### src/hdl/srd_pkg.sv
// Shared item types and pipeline constants for the refraction direction block.
package srd_pkg;

    typedef struct packed {
        logic        [15:0] source_index;
        logic        [15:0] target_index;
        logic signed [15:0] dir_x;
        logic signed [15:0] dir_y;
        logic signed [15:0] dir_z;
        logic signed [15:0] normal_x;
        logic signed [15:0] normal_y;
        logic signed [15:0] normal_z;
    } t_in_item;

    typedef struct packed {
        logic signed [15:0] out_x;
        logic signed [15:0] out_y;
        logic signed [15:0] out_z;
        logic               total_reflection;
    } t_out_item;

    // index ratio: 20 quotient bits, 4 per stage
    localparam int DIV_PER_STAGE = 4;
    localparam int DIV_STAGES    = 5;
    localparam logic [19:0] R_MAX = 20'hFFFFF;

    // square root of a 64-bit radicand: 32 root bits, 2 per stage
    localparam int SQ_PER_STAGE = 2;
    localparam int SQ_STAGES    = 16;

    // 1.0 in Q.28 and in Q.44
    localparam logic signed [41:0] ONE_Q28 = 42'sd268435456;
    localparam logic signed [63:0] ONE_Q44 = 64'sd17592186044416;
    // rounding offset for the Q.36 to Q.14 step
    localparam logic signed [52:0] HALF_Q22 = 53'sd2097152;

endpackage

### src/hdl/srd_sqrt.sv
// Pipelined digit-by-digit integer square root of a 64-bit radicand.
module srd_sqrt (
    input  logic        i_clk,
    input  logic        i_en,
    input  logic [63:0] i_rad,
    output logic [31:0] o_root
);

    logic [35:0] r_rem  [srd_pkg::SQ_STAGES];
    logic [31:0] r_root [srd_pkg::SQ_STAGES];
    logic [63:0] r_rad  [srd_pkg::SQ_STAGES];

    logic [35:0] n_rem  [srd_pkg::SQ_STAGES];
    logic [31:0] n_root [srd_pkg::SQ_STAGES];
    logic [63:0] n_rad  [srd_pkg::SQ_STAGES];

    always_comb begin
        logic [35:0] v_rem;
        logic [35:0] v_trial;
        logic [31:0] v_root;
        logic [63:0] v_rad;
        for (int st = 0; st < srd_pkg::SQ_STAGES; st++) begin
            if (st == 0) begin
                v_rem  = '0;
                v_root = '0;
                v_rad  = i_rad;
            end else begin
                v_rem  = r_rem[st-1];
                v_root = r_root[st-1];
                v_rad  = r_rad[st-1];
            end
            for (int j = 0; j < srd_pkg::SQ_PER_STAGE; j++) begin
                // remainder stays below 2*root+1, so the top bits are free
                v_rem   = {v_rem[33:0], v_rad[63:62]};
                v_rad   = {v_rad[61:0], 2'b00};
                v_trial = {2'b00, v_root, 2'b01};
                if (v_rem >= v_trial) begin
                    v_rem  = v_rem - v_trial;
                    v_root = {v_root[30:0], 1'b1};
                end else begin
                    v_root = {v_root[30:0], 1'b0};
                end
            end
            n_rem[st]  = v_rem;
            n_root[st] = v_root;
            n_rad[st]  = v_rad;
        end
    end

    always_ff @(posedge i_clk) begin
        if (i_en) begin
            r_rem  <= n_rem;
            r_root <= n_root;
            r_rad  <= n_rad;
        end
    end

    assign o_root = r_root[srd_pkg::SQ_STAGES-1];

endmodule

### config.mk
export PLATFORM = sky130hd
export DESIGN_NAME = srd_sqrt
export DESIGN_NICKNAME = d
export VERILOG_FILES = /design/src/hdl/srd_pkg.sv /design/src/hdl/srd_sqrt.sv
export SDC_FILE = /design/constraint.sdc
export NUM_CORES = 2
export LEC_CHECK = 0
export ABC_AREA = 1
export ABC_CLOCK_PERIOD_IN_PS = 5000
export BUFFER_PORTS_ARGS = -buffer_cell sky130_fd_sc_hd__buf_2
export CORE_ASPECT_RATIO = 1.25
export CORE_MARGIN = 2
export CORE_UTILIZATION = 25
export CTS_CLUSTER_SIZE = 20
export DETAILED_ROUTE_END_ITERATION = 8
export GPL_TIMING_DRIVEN = 0
export RECOVER_POWER = 25
export SLEW_MARGIN = 20
export SYNTH_ARGS = -nofsm -noshare
export SYNTH_HDL_FRONTEND = slang
export SYNTH_SLANG_ARGS = --single-unit
### constraint.sdc
create_clock -name i_clk -period 5 [get_ports i_clk]
set_input_delay 0.25 -clock i_clk [delete_from_list [all_inputs] [get_ports i_clk]]
set_output_delay 0.25 -clock i_clk [all_outputs]
set_load 0.02 [all_outputs]
==> run_summary.xml <==
<?xml version="1.0" encoding="UTF-8"?>
<metrics>
  <group name="synth">
    <metric name="yosys-top-cells-area" unit="">sky130_fd_sc_hd__edfxtp_1, sky130_fd_sc_hd__nand2_1, sky130_fd_sc_hd__ha_1, sky130_fd_sc_hd__inv_1, sky130_fd_sc_hd__nor2_1</metric>
    <metric name="async_flop_share" unit="%">0</metric>
    <metric name="cell_type_with_the_largest_total_area_after_synthesis" unit="">sky130_fd_sc_hd__edfxtp_1</metric>
    <metric name="yosysTopAreaCellShare" unit="%">40.0</metric>
    <metric name="yosysWarningCount" unit="">0</metric>
    <metric name="synth-seq-area-share" unit="%">40.0</metric>
    <metric name="netlist_area" unit="um^2">93100</metric>
    <metric name="synthFlopType" unit="">sky130_fd_sc_hd__edfxtp_1</metric>
    <metric name="synth-edff-count" unit="">1239</metric>
    <metric name="synth.lib_cells_used.distinct" unit="">73</metric>
    <metric name="yosys_register_bits" unit="">1239</metric>
    <metric name="postSynthCellCount" unit="">12400</metric>
    <metric name="synthesis.area_per_instance" unit="um^2">7.50</metric>
  </group>
  <group name="global_routing">
    <metric name="antenna_violations_before_repair" unit="">8</metric>
    <metric name="grt_max_degree" unit="">148</metric>
    <metric name="track_usage" unit="%">16.4</metric>
    <metric name="number_of_global_route_vias_before_repair" unit="">81900</metric>
    <metric name="grt_overflow_total" unit="">0</metric>
    <metric name="grt_pass1_wl" unit="um">479000</metric>
  </group>
  <group name="placed_design">
    <metric name="dpl.cell_count" unit="">17400</metric>
    <metric name="dp_slack" unit="ns">-1.46</metric>
    <metric name="io_buffers" unit="">97</metric>
    <metric name="dp_hpwl" unit="um">262000</metric>
    <metric name="finalWeightedCongestion" unit="">0.973</metric>
  </group>
  <group name="sta">
    <metric name="timing_hold_violations_final" unit="">0</metric>
    <metric name="fin_crit" unit="ns">4.89</metric>
    <metric name="timing.max_slew.rel_slack" unit="%">44.1</metric>
    <metric name="max_slew.worst_pin.slew" unit="ns">0.838</metric>
    <metric name="timing.final.ws_setup" unit="ns">0.109</metric>
    <metric name="fin_tns_setup" unit="ns">0</metric>
    <metric name="setup-violations-final" unit="">0</metric>
    <metric name="clock_skew" unit="ns">0.163</metric>
    <metric name="timing.final.crit_share" unit="%">97.8</metric>
    <metric name="max_clock_freq" unit="MHz">204</metric>
    <metric name="slew_violations" unit="">0</metric>
  </group>
  <group name="worst_setup_path">
    <metric name="worst_ep_required_time" unit="ns">5.57</metric>
    <metric name="critical_path.max_fanout" unit="">10</metric>
    <metric name="crit_type" unit="">flop to flop</metric>
    <metric name="worstSetupEndpointType" unit="">flop</metric>
    <metric name="timing.critical_path.arrival" unit="ns">5.46</metric>
    <metric name="critPathLaunchType" unit="">flop</metric>
  </group>
  <group name="power">
    <metric name="cellInternalPower" unit="mW">29.5</metric>
    <metric name="power.total" unit="mW">53.8</metric>
    <metric name="seq_power_share" unit="%">28.5</metric>
    <metric name="sw_frac_of_total" unit="%">45.2</metric>
    <metric name="power_density" unit="nW/um^2">492</metric>
    <metric name="peakVddDrop" unit="mV">0.339</metric>
    <metric name="pwr-share-clk" unit="%">20.7</metric>
    <metric name="total_switching_power" unit="mW">24.3</metric>
    <metric name="power.static_leakage" unit="nW">46.8</metric>
    <metric name="power.share.combinational" unit="%">50.7</metric>
  </group>
  <group name="layout">
    <metric name="commonest_non_fill_non_tap_cell_in_the_layout" unit="">sky130_fd_sc_hd__nand2_1</metric>
    <metric name="share_of_the_core_filled_with_cells_in_the_final_layout" unit="%">29.5</metric>
    <metric name="layout.cells.non_filler" unit="">18000</metric>
    <metric name="layout.nets" unit="">13600</metric>
    <metric name="layout-drive-gt1-share" unit="%">10.4</metric>
    <metric name="area_growth" unit="%">17.6</metric>
    <metric name="commonest_non_fill_non_tap_cells_in_the_layout" unit="">sky130_fd_sc_hd__nand2_1, sky130_fd_sc_hd__inv_1, sky130_fd_sc_hd__nor2_1, sky130_fd_sc_hd__edfxtp_1, sky130_fd_sc_hd__nand3_1</metric>
  </group>
  <group name="cts">
    <metric name="cts.sinks" unit="">1239</metric>
    <metric name="clk_transition_reported_paths" unit="ns">0.06</metric>
    <metric name="tritoncts" unit="">yes</metric>
    <metric name="clkLatencyLatePin" unit="ns">0.88</metric>
    <metric name="cts-root-to-sink-buffers" unit="">4</metric>
    <metric name="cts_htree_levels" unit="">4</metric>
    <metric name="cts_root_buf" unit="">sky130_fd_sc_hd__clkbuf_16</metric>
    <metric name="cts_made_buffers" unit="">148</metric>
  </group>
  <group name="die">
    <metric name="floorplan.initialDensity" unit="%">25.1</metric>
    <metric name="fp.dieArea" unit="um^2">377000</metric>
    <metric name="core_area" unit="um^2">371000</metric>
    <metric name="chipWidth" unit="um">550</metric>
    <metric name="io_pins" unit="">98</metric>
    <metric name="row_count" unit="">250</metric>
    <metric name="fp.dieH" unit="um">686</metric>
  </group>
  <group name="route">
    <metric name="dr.first_iter.drc_count" unit="">5718</metric>
    <metric name="route.final.wire_length" unit="um">321000</metric>
    <metric name="postRouteAntennaNets" unit="">0</metric>
    <metric name="dr.pass1.iters" unit="">7</metric>
    <metric name="viasPerCell" unit="">4.68</metric>
    <metric name="detail_route.wl_per_cell" unit="um">17.8</metric>
    <metric name="vias" unit="">84100</metric>
    <metric name="remaining_drc_errors" unit="">0</metric>
  </group>
  <group name="run_status">
    <metric name="status" unit="">finished clean</metric>
  </group>
  <group name="flow_run">
    <metric name="drv_cap" unit="">0</metric>
  </group>
  <group name="hold_path">
    <metric name="hp-class" unit="">primary input to flop</metric>
  </group>
</metrics>
==> cell type report <==
cell class                 instances  area [um^2]
fill                           40100       261000
multi-input combinational       9300        50500
sequential                      1239        37200
inverter                        1737         6570
tap                             4914         6150
clock buffer                     164         3850
timing repair buffer             367         2850
buffer                           138         1190
clock inverter                    97         1090
antenna                            2         5.00
==> Yosys cell counts (21+ instances only) <==
cell / instances
sky130_fd_sc_hd__inv_2: 26
sky130_fd_sc_hd__nand3_2: 27
sky130_fd_sc_hd__a31oi_1: 56
sky130_fd_sc_hd__o21ai_0: 634
sky130_fd_sc_hd__nor2_1: 1403
sky130_fd_sc_hd__clkbuf_1: 52
sky130_fd_sc_hd__nand2_1: 3527
sky130_fd_sc_hd__nand2_2: 46
sky130_fd_sc_hd__nor3_1: 180
sky130_fd_sc_hd__a21o_1: 44
sky130_fd_sc_hd__and2_1: 21
sky130_fd_sc_hd__inv_1: 1704
sky130_fd_sc_hd__o21ai_1: 76
sky130_fd_sc_hd__xor2_1: 258
sky130_fd_sc_hd__nand3b_1: 42
sky130_fd_sc_hd__o21ai_2: 29
sky130_fd_sc_hd__xnor2_1: 262
sky130_fd_sc_hd__nor2_2: 44
sky130_fd_sc_hd__or2_2: 42
sky130_fd_sc_hd__o21a_1: 44
sky130_fd_sc_hd__buf_6: 31
sky130_fd_sc_hd__o21bai_1: 49
sky130_fd_sc_hd__buf_4: 30
sky130_fd_sc_hd__buf_2: 29
sky130_fd_sc_hd__edfxtp_1: 1239
sky130_fd_sc_hd__nand4_1: 212
sky130_fd_sc_hd__nor4_1: 34
sky130_fd_sc_hd__ha_1: 558
sky130_fd_sc_hd__a21oi_1: 707
sky130_fd_sc_hd__nand3_1: 839
==> through the flow <==
step | hold WS (ns) | area, um^2
global route | 0.0725 | 109000
CTS | 0.0219 | 107000
finish | 0.0973 | 109000
global placement | 0.400 | 99700
detailed placement | 0.405 | 100000
floorplan | 0.349 | 93100
==> cells by family after synthesis <==
kind of cell	share of synthesized area, %
buf+inv	8.02
mux	0.0228
compound gates	10.3
simple gates	29.3
flops	40.0
other cells	0.00403
xor+xnor	4.93
fa+ha+maj	7.50
==> final timing paths <==
path / cells after the start / to / slack, ns / from
setup / recovery: 25 / r_rem[55]$_DFFE_PP_ / 0.11 / r_root[65]$_DFFE_PP_
setup reg to reg: 25 / r_rem[55]$_DFFE_PP_ / 0.11 / r_root[65]$_DFFE_PP_
hold reg to reg: 0 / n_rad[743]$_DFFE_PP_ / 0.31 / n_rad[803]$_DFFE_PP_
hold / removal: 2 / n_rad[925]$_DFFE_PP_ / 0.1 / i_rad[21]
==> state kept, by name (all words and copies together) (netlist names) <==
register / count
r_rad: 60
n_rad: 420
o_root: 32
r_rem: 487
r_root: 240
==> routing by layer <==
| layer | wire length (um) | vias to the layer above | track usage (%) |
|---|---|---|---|
| li1 | - | 42200 | - |
| met1 | 128000 | 39000 | 18.6 |
| met2 | 159000 | 2139 | 29.6 |
| met3 | 12200 | 798 | 1.76 |
| met4 | 21400 | 8 | 9.60 |
| met5 | 50 | - | 0 |
==> worst max-delay path, stage by stage (launching register included) <==
cell and delay [ns]:
sky130_fd_sc_hd__edfxtp_1 0.50, sky130_fd_sc_hd__inv_1 0.17, sky130_fd_sc_hd__ha_1 0.37, sky130_fd_sc_hd__a21oi_1 0.26
sky130_fd_sc_hd__o21ai_4 0.16, sky130_fd_sc_hd__nand2_1 0.12, sky130_fd_sc_hd__nand3_2 0.13, sky130_fd_sc_hd__nand2_1 0.12
sky130_fd_sc_hd__nand2_2 0.11, sky130_fd_sc_hd__inv_4 0.14, sky130_fd_sc_hd__clkbuf_4 0.24, sky130_fd_sc_hd__nand2_1 0.06
sky130_fd_sc_hd__o21ai_1 0.23, sky130_fd_sc_hd__ha_1 0.36, sky130_fd_sc_hd__a21oi_1 0.20, sky130_fd_sc_hd__inv_1 0.08
sky130_fd_sc_hd__a21oi_1 0.17, sky130_fd_sc_hd__o21ai_0 0.10, sky130_fd_sc_hd__a31oi_1 0.15, sky130_fd_sc_hd__nand2_1 0.16
sky130_fd_sc_hd__nand4_1 0.13, sky130_fd_sc_hd__nand2_2 0.08, sky130_fd_sc_hd__buf_4 0.19, sky130_fd_sc_hd__buf_6 0.17
sky130_fd_sc_hd__nand2_1 0.07, sky130_fd_sc_hd__nand2_1 0.11
==> power groups by stage <==
stage	Clock, mW	Combinational (mW)	Sequential, mW
floorplan	0	18.0	14.7
global placement	0	25.3	15.9
detailed placement	0	25.3	15.5
CTS	11.6	26.0	15.3
global route	11.9	30.4	15.5
finish	11.2	27.3	15.4
==> what timing repair did <==
action | CTS | global route
resized for setup | 366 | 442
hold buffers | 66 | 0
endpoints found under the hold margin | 138 | 0
pin swaps | 40 | 71
setup buffers | 86 | 109
endpoints found under the setup margin | 384 | 400
Note: power is estimated with default switching activity, not from simulation.
