==> src/hdl/srd_pkg.sv <==
// Shared item types and pipeline constants for the refraction direction block.
package srd_pkg;

    typedef struct packed {
        logic        [15:0] source_index;
        logic        [15:0] target_index;
        logic signed [15:0] dir_x;
        logic signed [15:0] dir_y;
        logic signed [15:0] dir_z;
        logic signed [15:0] normal_x;
        logic signed [15:0] normal_y;
        logic signed [15:0] normal_z;
    } t_in_item;

    typedef struct packed {
        logic signed [15:0] out_x;
        logic signed [15:0] out_y;
        logic signed [15:0] out_z;
        logic               total_reflection;
    } t_out_item;

    // index ratio: 20 quotient bits, 4 per stage
    localparam int DIV_PER_STAGE = 4;
    localparam int DIV_STAGES    = 5;
    localparam logic [19:0] R_MAX = 20'hFFFFF;

    // square root of a 64-bit radicand: 32 root bits, 2 per stage
    localparam int SQ_PER_STAGE = 2;
    localparam int SQ_STAGES    = 16;

    // 1.0 in Q.28 and in Q.44
    localparam logic signed [41:0] ONE_Q28 = 42'sd268435456;
    localparam logic signed [63:0] ONE_Q44 = 64'sd17592186044416;
    // rounding offset for the Q.36 to Q.14 step
    localparam logic signed [52:0] HALF_Q22 = 53'sd2097152;

endpackage

==> src/hdl/srd_div.sv <==
// Pipelined restoring divider: floor(source * 2^16 / target), overflow flagged.
module srd_div (
    input  logic        i_clk,
    input  logic        i_en,
    input  logic [15:0] i_src,
    input  logic [15:0] i_tgt,
    output logic [19:0] o_quo,
    output logic        o_ovf
);

    logic [15:0] r_rem [srd_pkg::DIV_STAGES];
    logic [19:0] r_low [srd_pkg::DIV_STAGES];
    logic [19:0] r_quo [srd_pkg::DIV_STAGES];
    logic [15:0] r_den [srd_pkg::DIV_STAGES];
    logic        r_ovf [srd_pkg::DIV_STAGES];

    logic [15:0] n_rem [srd_pkg::DIV_STAGES];
    logic [19:0] n_low [srd_pkg::DIV_STAGES];
    logic [19:0] n_quo [srd_pkg::DIV_STAGES];
    logic [15:0] n_den [srd_pkg::DIV_STAGES];
    logic        n_ovf [srd_pkg::DIV_STAGES];

    always_comb begin
        logic [15:0] v_rem;
        logic [19:0] v_low;
        logic [19:0] v_quo;
        logic [15:0] v_den;
        logic        v_ovf;
        logic [16:0] v_try;
        for (int st = 0; st < srd_pkg::DIV_STAGES; st++) begin
            if (st == 0) begin
                // upper 12 quotient bits are zero unless the ratio overflows
                v_rem = {4'b0, i_src[15:4]};
                v_low = {i_src[3:0], 16'b0};
                v_quo = '0;
                v_den = i_tgt;
                v_ovf = ({4'b0, i_src} >= {i_tgt, 4'b0});
            end else begin
                v_rem = r_rem[st-1];
                v_low = r_low[st-1];
                v_quo = r_quo[st-1];
                v_den = r_den[st-1];
                v_ovf = r_ovf[st-1];
            end
            for (int j = 0; j < srd_pkg::DIV_PER_STAGE; j++) begin
                v_try = {v_rem, v_low[19]};
                v_low = {v_low[18:0], 1'b0};
                if (v_try >= {1'b0, v_den}) begin
                    v_try = v_try - {1'b0, v_den};
                    v_quo = {v_quo[18:0], 1'b1};
                end else begin
                    v_quo = {v_quo[18:0], 1'b0};
                end
                v_rem = v_try[15:0];
            end
            n_rem[st] = v_rem;
            n_low[st] = v_low;
            n_quo[st] = v_quo;
            n_den[st] = v_den;
            n_ovf[st] = v_ovf;
        end
    end

    always_ff @(posedge i_clk) begin
        if (i_en) begin
            r_rem <= n_rem;
            r_low <= n_low;
            r_quo <= n_quo;
            r_den <= n_den;
            r_ovf <= n_ovf;
        end
    end

    assign o_quo = r_quo[srd_pkg::DIV_STAGES-1];
    assign o_ovf = r_ovf[srd_pkg::DIV_STAGES-1];

endmodule

==> config.mk <==
export PLATFORM = sky130hd
export DESIGN_NAME = srd_div
export DESIGN_NICKNAME = d
export VERILOG_FILES = /design/src/hdl/srd_pkg.sv /design/src/hdl/srd_div.sv
export SDC_FILE = /design/constraint.sdc
export NUM_CORES = 1
export LEC_CHECK = 0
export BUFFER_PORTS_ARGS = -buffer_cell sky130_fd_sc_hd__buf_4
export CAP_MARGIN = 30
export CELL_PAD_IN_SITES_DETAIL_PLACEMENT = 1
export CELL_PAD_IN_SITES_GLOBAL_PLACEMENT = 1
export CORE_UTILIZATION = 46
export CTS_CLUSTER_SIZE = 14
export DETAILED_ROUTE_END_ITERATION = 8
export HOLD_SLACK_MARGIN = 0.15
export PLACE_DENSITY_LB_ADDON = 0.3
export SETUP_SLACK_MARGIN = 0.4
export SYNTH_ARGS = -nofsm -noshare
export SYNTH_HDL_FRONTEND = slang
export SYNTH_SLANG_ARGS = --single-unit
export TNS_END_PERCENT = 1
==> constraint.sdc <==
create_clock -name i_clk -period 11.05 [get_ports i_clk]
set_input_delay 1.105 -clock i_clk [delete_from_list [all_inputs] [get_ports i_clk]]
set_output_delay 1.105 -clock i_clk [all_outputs]
set_load 0.02 [all_outputs]
==> results_dict.tcl, run 1 <==
set metrics [dict create \
    grt_pass1_wl_um 116000 \
    dr.pass1.iters 5 \
    antenna_cells 0 \
    clock_latency_ns 0.52 \
    avgSynthCellArea_um2 8.98 \
    crit_arrival_ns 10.51 \
    critical_path.startpoint_type "input pin" \
    fmax_mhz 97.7 \
    routabilityCongestion 0.945 \
    drt-initial-drc-count 1130 \
    tightest_slew_ns 0.929 \
    clock_sinks 193 \
    design_area_um2 25700 \
    cts_buffer_depth 2 \
    tns_ns 0 \
    post_dp_cell_area_um2 24700 \
    synth_seq_area_share 0.250 \
    grt_max_degree 71 \
    slew_violations 0 \
    reg2reg_depth 38 \
    core-area_um2 49400 \
    cp_slowest_stage_delay_ns 0.45 \
    synth_seq_cells 193 \
    drive_above_1_share 0.153 \
    end_kind "flop" \
    relSlewSlack 0.381 \
    synth-edff-count 193 \
    antenna_found_initial 0 \
    die_area_um2 51300 \
    final_cell_mix "ha_1, a21oi_1, nor2_1" \
    period_share 0.927 \
    clock-skew-final_ns 0.0216 \
    h-tree-depth 4 \
    outcome "finished, final reports clean" \
    place_ws_ns -0.307 \
    post-route-min-period_ns 10.24 \
    netlist_instances 2585 \
    wire_per_inst_um 22.2 \
    hpwl_um 60500 \
    fin_ws_ns 0.810 \
    via_per_inst 6.11 \
    root_buffer "clkbuf_16" \
    whs_ns 0.420 \
    synth_ff_type "edfxtp_1" \
    pin_count 55 \
    path_max_fanout 11 \
    grt_pass1_vias 21458 \
    fp.dieW_um 227 \
    postCtsHoldBufs 0 \
    rsz0062_at_grt "yes" \
    hold_depth 0 \
    syn_nets 2944 \
    hp-class "reg -> reg" \
    setup_viol 0 \
    synth_warnings 0 \
    start_util 0.470 \
    critical_path_class "in -> reg" \
    synth_cell_types 91 \
    cts_tree "built" \
    synthArstFlopShare 0 \
    hold_viol_final 0 \
    via_count 20484 \
    die_y_um 227 \
    required_ns 11.32 \
    layout_commonest_cell "ha_1" \
    cts_buffers 17 \
    slowest_stage "a2111o_1" \
    finalNetCount 3034 \
    postRouteAntennaNets 0 \
    clk_pin_slew_ns 0.09 \
    syn2layout_area_growth_pct 10.8 \
    grt_overflow_total 0 \
    drv_cap 0 \
    std_cell_rows 81 \
    grt_util_all_layers 0.291 \
    drc 0 \
    syn_area_um2 23200 \
    portBuffers 54 \
    wirelength_um 74300 \
]
[metrics by stage]
stage | std cells | utilization
final | 3352 | 0.521
after global routing | 3352 | 0.521
after CTS | 3344 | 0.514
after detailed placement | 3308 | 0.500
after global placement | 3308 | 0.500
after floorplan | 2585 | -
[worst paths after layout]
check / start / end / slack, ns
setup reg to reg: n_den[17]$_DFFE_PP_ / r_rem[23]$_DFFE_PP_ / 0.88
hold / removal: r_quo[43]$_DFFE_PP_ / r_quo[27]$_DFFE_PP_ / 0.42
setup / recovery: i_src[3] / r_rem[76]$_DFFE_PP_ / 0.81
hold reg to reg: r_quo[43]$_DFFE_PP_ / r_quo[27]$_DFFE_PP_ / 0.42
[worst max-delay path, delay by kind of cell]
family	cells	cell delay (ns)
AO/OA/AOI/OAI	24	4.92
AND/OR/NAND/NOR	11	1.53
adder cells (fa/ha/maj)	5	1.51
buffers and inverters	9	1.09
multiplexers	1	0.36
[synth_stat cells (all sizes together), types with 8 or more instances]
cell    count  area, um2
inv       172        648
and2       17        106
a221o      17        170
a31oi      20        140
and3       26        163
a211oi     32        258
nand4      37        231
nor4       10       62.6
nor2      201        754
nand2b     36        225
nand2     151        567
o211ai     14        105
or2        15       93.9
xnor2     152       1330
or3        13       81.3
edfxtp    193       5800
o21bai     30        225
nand3      56        280
o21a       44        330
a21boi     12       90.1
o41ai      11        104
o31a       12        106
clkbuf     21       78.8
nor2b      45        282
a211o      12        105
fa          8        160
mux2      167       1930
mux2i      17        170
a21o      116        871
nor3       49        255
o21ai     137        697
xor2       71        622
ha        317       3970
buf        24        141
a21oi     222       1110
o31ai      19        161
[layer usage]
metal / vias to the layer above / track usage / routed length [um] / part of all wire
li1: 9824 / - / - / -
met1: 10084 / 0.353 / 32100 / 0.43
met2: 437 / 0.519 / 36600 / 0.49
met3: 139 / 0.0373 / 2650 / 0.036
met4: 0 / 0.118 / 2820 / 0.038
met5: - / 0 / 0 / 0
[final cells by class]
class                      count  area (um2)
clock buffer                  17         425
timing repair buffer         115         917
sequential                   193        5800
tap                          664         831
multi-input combinational   2173       16900
clock inverter                15         216
fill                        5782       23600
inverter                     175         668
[what timing repair did]
action	4_1_cts	5_1_grt
setup endpoints to repair	61	69
pin swaps	1	10
cloned	1	0
buffers inserted	3	8
resized for setup	10	72
[state kept, by name, summed over array words and instances, names as in the netlist]
name   flops
o_ovf      1
r_rem     64
n_ovf      4
n_den     64
o_quo     20
r_quo     40
[cells by family (layout without fill, tap and decap cells)]
logic type | after synthesis | after routing | share of synthesized area
compound gates | 758 | 758 | 0.217
simple gates | 682 | 683 | 0.143
fa+ha+maj | 325 | 325 | 0.178
xor+xnor | 223 | 223 | 0.0842
buf+inv | 220 | 322 | 0.0379
flops | 193 | 193 | 0.250
mux | 184 | 184 | 0.0905
Power of run 1 is not shown: default switching activity piles up to over one toggle a cycle in this logic, so the estimate is an artifact.
==> run 2: changes to the inputs <==
Settings changed: RECOVER_POWER from default to 100.
==> run 2 against run 1 <==
Against the previous run:
- the run now ends with max-capacitance violations, max-slew violations left
- die area did not move
- flip-flop and latch count did not move
- largest cell class unchanged
- via count fell by 0.18%
- count of clock-buffer cells in the layout did not move
- first-iteration DRC count fell by 2.3%
- critical path type unchanged
- register-to-register slack got worse by 0.18 ns
- global-route usage did not move
==> results_dict.tcl, run 2 (synthesized netlist as in run 1, its figures left out) <==
set metrics [dict create \
    routabilityCongestion 0.945 \
    cts_buffer_depth 2 \
    drt-initial-drc-count 1104 \
    drv_cap 3 \
    tightest_slew_ns 3.84 \
    hold_viol_final 0 \
    cts_buffers 17 \
    period_share 0.939 \
    hpwl_um 60500 \
    cts_tree "built" \
    critical_path.startpoint_type "input pin" \
    grt_pass1_wl_um 116000 \
    fin_ws_ns 0.669 \
    violations "max-capacitance violations, max-slew violations" \
    pin_count 55 \
    wire_per_inst_um 22.1 \
    grt-busiest-layer "met2" \
    std_cell_rows 81 \
    fmax_mhz 96.3 \
    postRouteAntennaNets 0 \
    grt_pass1_vias 21458 \
    clock-skew-final_ns 0.0214 \
    outcome "complete, but fails checks" \
    via_per_inst 6.10 \
    h-tree-depth 4 \
    finalNetCount 3034 \
    syn2layout_area_growth_pct 10.0 \
    place_ws_ns -0.307 \
    core-area_um2 49400 \
    grt_util_met2 0.519 \
    slowest_stage "a2111o_1" \
    cpMostUsedCell "a21o_1" \
    grt.met3_usage 0.0373 \
    die_y_um 227 \
    grt_max_degree 71 \
    slew_violations 198 \
    cp_slowest_stage_delay_ns 0.45 \
    antenna_cells 0 \
    drive_above_1_share 0.136 \
    wirelength_um 74200 \
    use_met1 0.353 \
    whs_ns 0.420 \
    clk_pin_slew_ns 0.09 \
    required_ns 11.32 \
    die_area_um2 51300 \
    critical_path_class "in -> reg" \
    end_kind "flop" \
    rsz0062_at_grt "yes" \
    final_cell_mix "ha_1, a21oi_1, nor2_1" \
    grt_util_all_layers 0.291 \
    relSlewSlack -1.56 \
    crit_arrival_ns 10.65 \
    path_max_fanout 11 \
    fp.dieW_um 227 \
    clock_sinks 193 \
    fillers 5810 \
    via_count 20448 \
    hp-class "reg -> reg" \
    portBuffers 54 \
    layout_commonest_cell "ha_1" \
    root_buffer "clkbuf_16" \
    post-route-min-period_ns 10.38 \
    drc 0 \
    grt_overflow_total 0 \
    start_util 0.470 \
    antenna_found_initial 0 \
    dr.pass1.iters 5 \
    clock_latency_ns 0.52 \
    setup_viol 0 \
]
run 2: path summary, 6_finish.rpt:
path	startpoint	to	slack (ns)	cells past startpoint
worst min register to register	r_quo[43]$_DFFE_PP_	r_quo[27]$_DFFE_PP_	0.42	0
worst min-delay path	r_quo[43]$_DFFE_PP_	r_quo[27]$_DFFE_PP_	0.42	0
worst max-delay path	i_tgt[0]	r_rem[76]$_DFFE_PP_	0.67	49
worst max register to register	n_den[17]$_DFFE_PP_	r_rem[23]$_DFFE_PP_	0.70	39
run 2: repair_timing:
action,CTS,global route
cloned,1,0
gates resized for setup,10,72
pin swaps,1,10
buffers inserted,3,8
hold buffers,0,0
setup endpoints to repair,61,69
run 2: cell type report:
class                      count  area (um2)  area share
multi-input combinational   2173       16900       0.660
timing repair buffer         115         746      0.0292
tap                          664         831      0.0325
clock buffer                  17         425      0.0167
clock inverter                15         216     0.00848
sequential                   193        5800       0.227
inverter                     175         668      0.0262
run 2: worst max-delay path: cells and delay by family:
kind | cells | cell delay [ns]
AND/OR/NAND/NOR | 11 | 1.51
buffers and inverters | 8 | 1.17
multiplexers | 1 | 0.36
adder cells (fa/ha/maj) | 5 | 1.59
AO/OA/AOI/OAI | 24 | 4.91
run 2: routing by layer:
metal  up-vias  wire length, um
met5         -                0
met4         0             2800
met3       129             2570
met2       374            36600
met1     10114            32100
li1       9831                -
run 2: through the flow:
stage,instance area (um2),util,std cells,TNS (ns)
3_3_place_gp,24700,0.500,3308,0
5_1_grt,25500,0.517,3352,0
2_1_floorplan,23200,-,2585,0
4_1_cts,25400,0.514,3344,0
6_report,25500,0.517,3352,0
3_5_place_dp,24700,0.500,3308,-5.40
Power of run 2 is left out for the same reason.
==> run 3: changes to the inputs <==
==> constraint.sdc (replaced) <==
create_clock -name i_clk -period 11.05 [get_ports i_clk]
set_input_delay 2.21 -clock i_clk [delete_from_list [all_inputs] [get_ports i_clk]]
set_output_delay 2.21 -clock i_clk [all_outputs]
set_load 0.02 [all_outputs]
==> run 3 against run 2 <==
Against the previous run:
- cell count grew 4.8%
- critical path type unchanged
- flip-flop and latch count unchanged
- cell area increased by 5.5%
- hold slack better by 0.0064 ns
- fmax is 1.9% lower
- global-route usage increased by 1.3 points
- non-clock buffer count grew 160
- utilization rose by 2.8 points
- count of clock-buffer cells in the layout unchanged
- the run still ends with max-capacitance violations, max-slew violations left
- sequential share of layout area down 1.2 points
==> results_dict.tcl, run 3 (synthesized netlist as in run 1, its figures left out) <==
set metrics [dict create \
    cp_slowest_stage_delay_ns 0.45 \
    place_ws_ns -0.283 \
    clk_pin_slew_ns 0.09 \
    root_buffer "clkbuf_16" \
    slowest_stage "a2111o_1" \
    drv_cap 4 \
    min-delay-start "r_quo[24]$_DFFE_PP_" \
    portBuffers 54 \
    finalNetCount 3194 \
    relSlewSlack -0.881 \
    cpMostUsedCell "a21o_1" \
    wire_per_inst_um 22.3 \
    hold_depth 0 \
    required_ns 11.28 \
    layout_commonest_cell "ha_1" \
    setup.reg_to_reg.worst_slack_ns 0.53 \
    fp.dieW_um 227 \
    clock-skew-final_ns 0.0152 \
    h-tree-depth 4 \
    period_share 0.957 \
    path_max_fanout 8 \
    fmax_mhz 94.5 \
    reg2reg_depth 42 \
    hp-class "reg -> reg" \
    drt-initial-drc-count 1331 \
    drive_above_1_share 0.192 \
    via_per_inst 6.07 \
    critical_path.startpoint_type "input pin" \
    postRouteAntennaNets 0 \
    grt_max_degree 80 \
    r2r_end "r_rem[53]$_DFFE_PP_" \
    rsz0062_at_grt "yes" \
    violations "max-capacitance violations, max-slew violations" \
    syn2layout_area_growth_pct 16.0 \
    drc 0 \
    cts_buffer_depth 2 \
    fin_ws_ns 0.472 \
    core-area_um2 49400 \
    wirelength_um 78100 \
    setup_viol 0 \
    slew_violations 198 \
    grt_pass1_wl_um 122000 \
    post_dp_cell_area_um2 25900 \
    tightest_slew_ns 2.82 \
    hpwl_um 63500 \
    clock_latency_ns 0.50 \
    final_cell_mix "ha_1, buf_4, a21oi_1" \
    grt_pass1_vias 22321 \
    std_cell_rows 81 \
    start_util 0.470 \
    grt_util_all_layers 0.305 \
    cts_tree "built" \
    outcome "complete, but fails checks" \
    critical_path_class "in -> reg" \
    r2r_start "n_den[49]$_DFFE_PP_" \
    clock_sinks 193 \
    routabilityCongestion 0.996 \
    via_count 21312 \
    die_area_um2 51300 \
    antenna_found_initial 0 \
    hold_viol_final 0 \
    post-route-min-period_ns 10.58 \
    cts_buffers 17 \
    hold-path-endpoint "o_quo[8]$_DFFE_PP_" \
    grt_overflow_total 0 \
    antenna_cells 0 \
    crit_arrival_ns 10.80 \
    die_y_um 227 \
    dr.pass1.iters 8 \
    pin_count 55 \
    design_area_um2 26900 \
    end_kind "flop" \
]
## run 3: cell types whose count changed in the layout (fill, tap and decap cells not counted), sizes merged
cell / before / now
buf: 69 / 228
bufinv: 0 / 1
clkbuf: 63 / 64
clkinv: 7 / 3
inv: 181 / 184
nor2: 202 / 201
o221ai: 5 / 6
## run 3: area by class of cell
| type | instances | area [um2] |
|---|---|---|
| clock buffer | 17 | 425 |
| clock inverter | 15 | 211 |
| fill | 5842 | 22400 |
| inverter | 175 | 698 |
| multi-input combinational | 2173 | 17000 |
| sequential | 193 | 5800 |
| tap | 664 | 831 |
| timing repair buffer | 275 | 2010 |
## run 3: how the worst max path moves through the flow
| stage | from | endpoint |
|---|---|---|
| floorplan | i_src[3] | r_rem[73]$_DFFE_PP_ |
| detailed placement | i_src[3] | r_rem[78]$_DFFE_PP_ |
| CTS | i_src[3] | r_rem[78]$_DFFE_PP_ |
| global placement | i_src[3] | r_rem[78]$_DFFE_PP_ |
| global route | i_tgt[8] | r_rem[78]$_DFFE_PP_ |
| finish | i_tgt[8] | r_rem[66]$_DFFE_PP_ |
## run 3: through the flow
step           setup TNS [ns]  hold WS (ns)  std cells   util
6_report                    0         0.427       3512  0.546
5_1_grt                     0         0.430       3512  0.546
4_1_cts                     0         0.424       3487  0.539
3_5_place_dp            -4.16         0.405       3452  0.525
3_3_place_gp                0         0.401       3452  0.525
2_1_floorplan               0         0.400       2585      -
## run 3: repair_timing
action                                  in CTS  in global routing
gates resized for setup                      3                 83
hold buffers                                 0                  0
buffers inserted                             3                 22
gates cloned                                 0                  1
endpoints found under the hold margin        0                  0
endpoints found under the setup margin      50                 69
pin swaps                                    2                 44
## run 3: layer usage
metal,vias to the layer above,routed length [um],GRT usage
met4,0,2570,0.109
met2,441,38500,0.543
li1,10149,-,-
met5,-,0,0
met3,145,2480,0.0282
met1,10577,34500,0.380
## run 3: worst max-delay path: cells and delay by family
| kind | cells | cell delay, ns |
|---|---|---|
| compound gates | 21 | 4.08 |
| simple gates | 14 | 1.94 |
| buf+inv | 8 | 1.24 |
| fa+ha+maj | 4 | 0.99 |
| mux | 1 | 0.32 |
Power of run 3 is left out for the same reason.
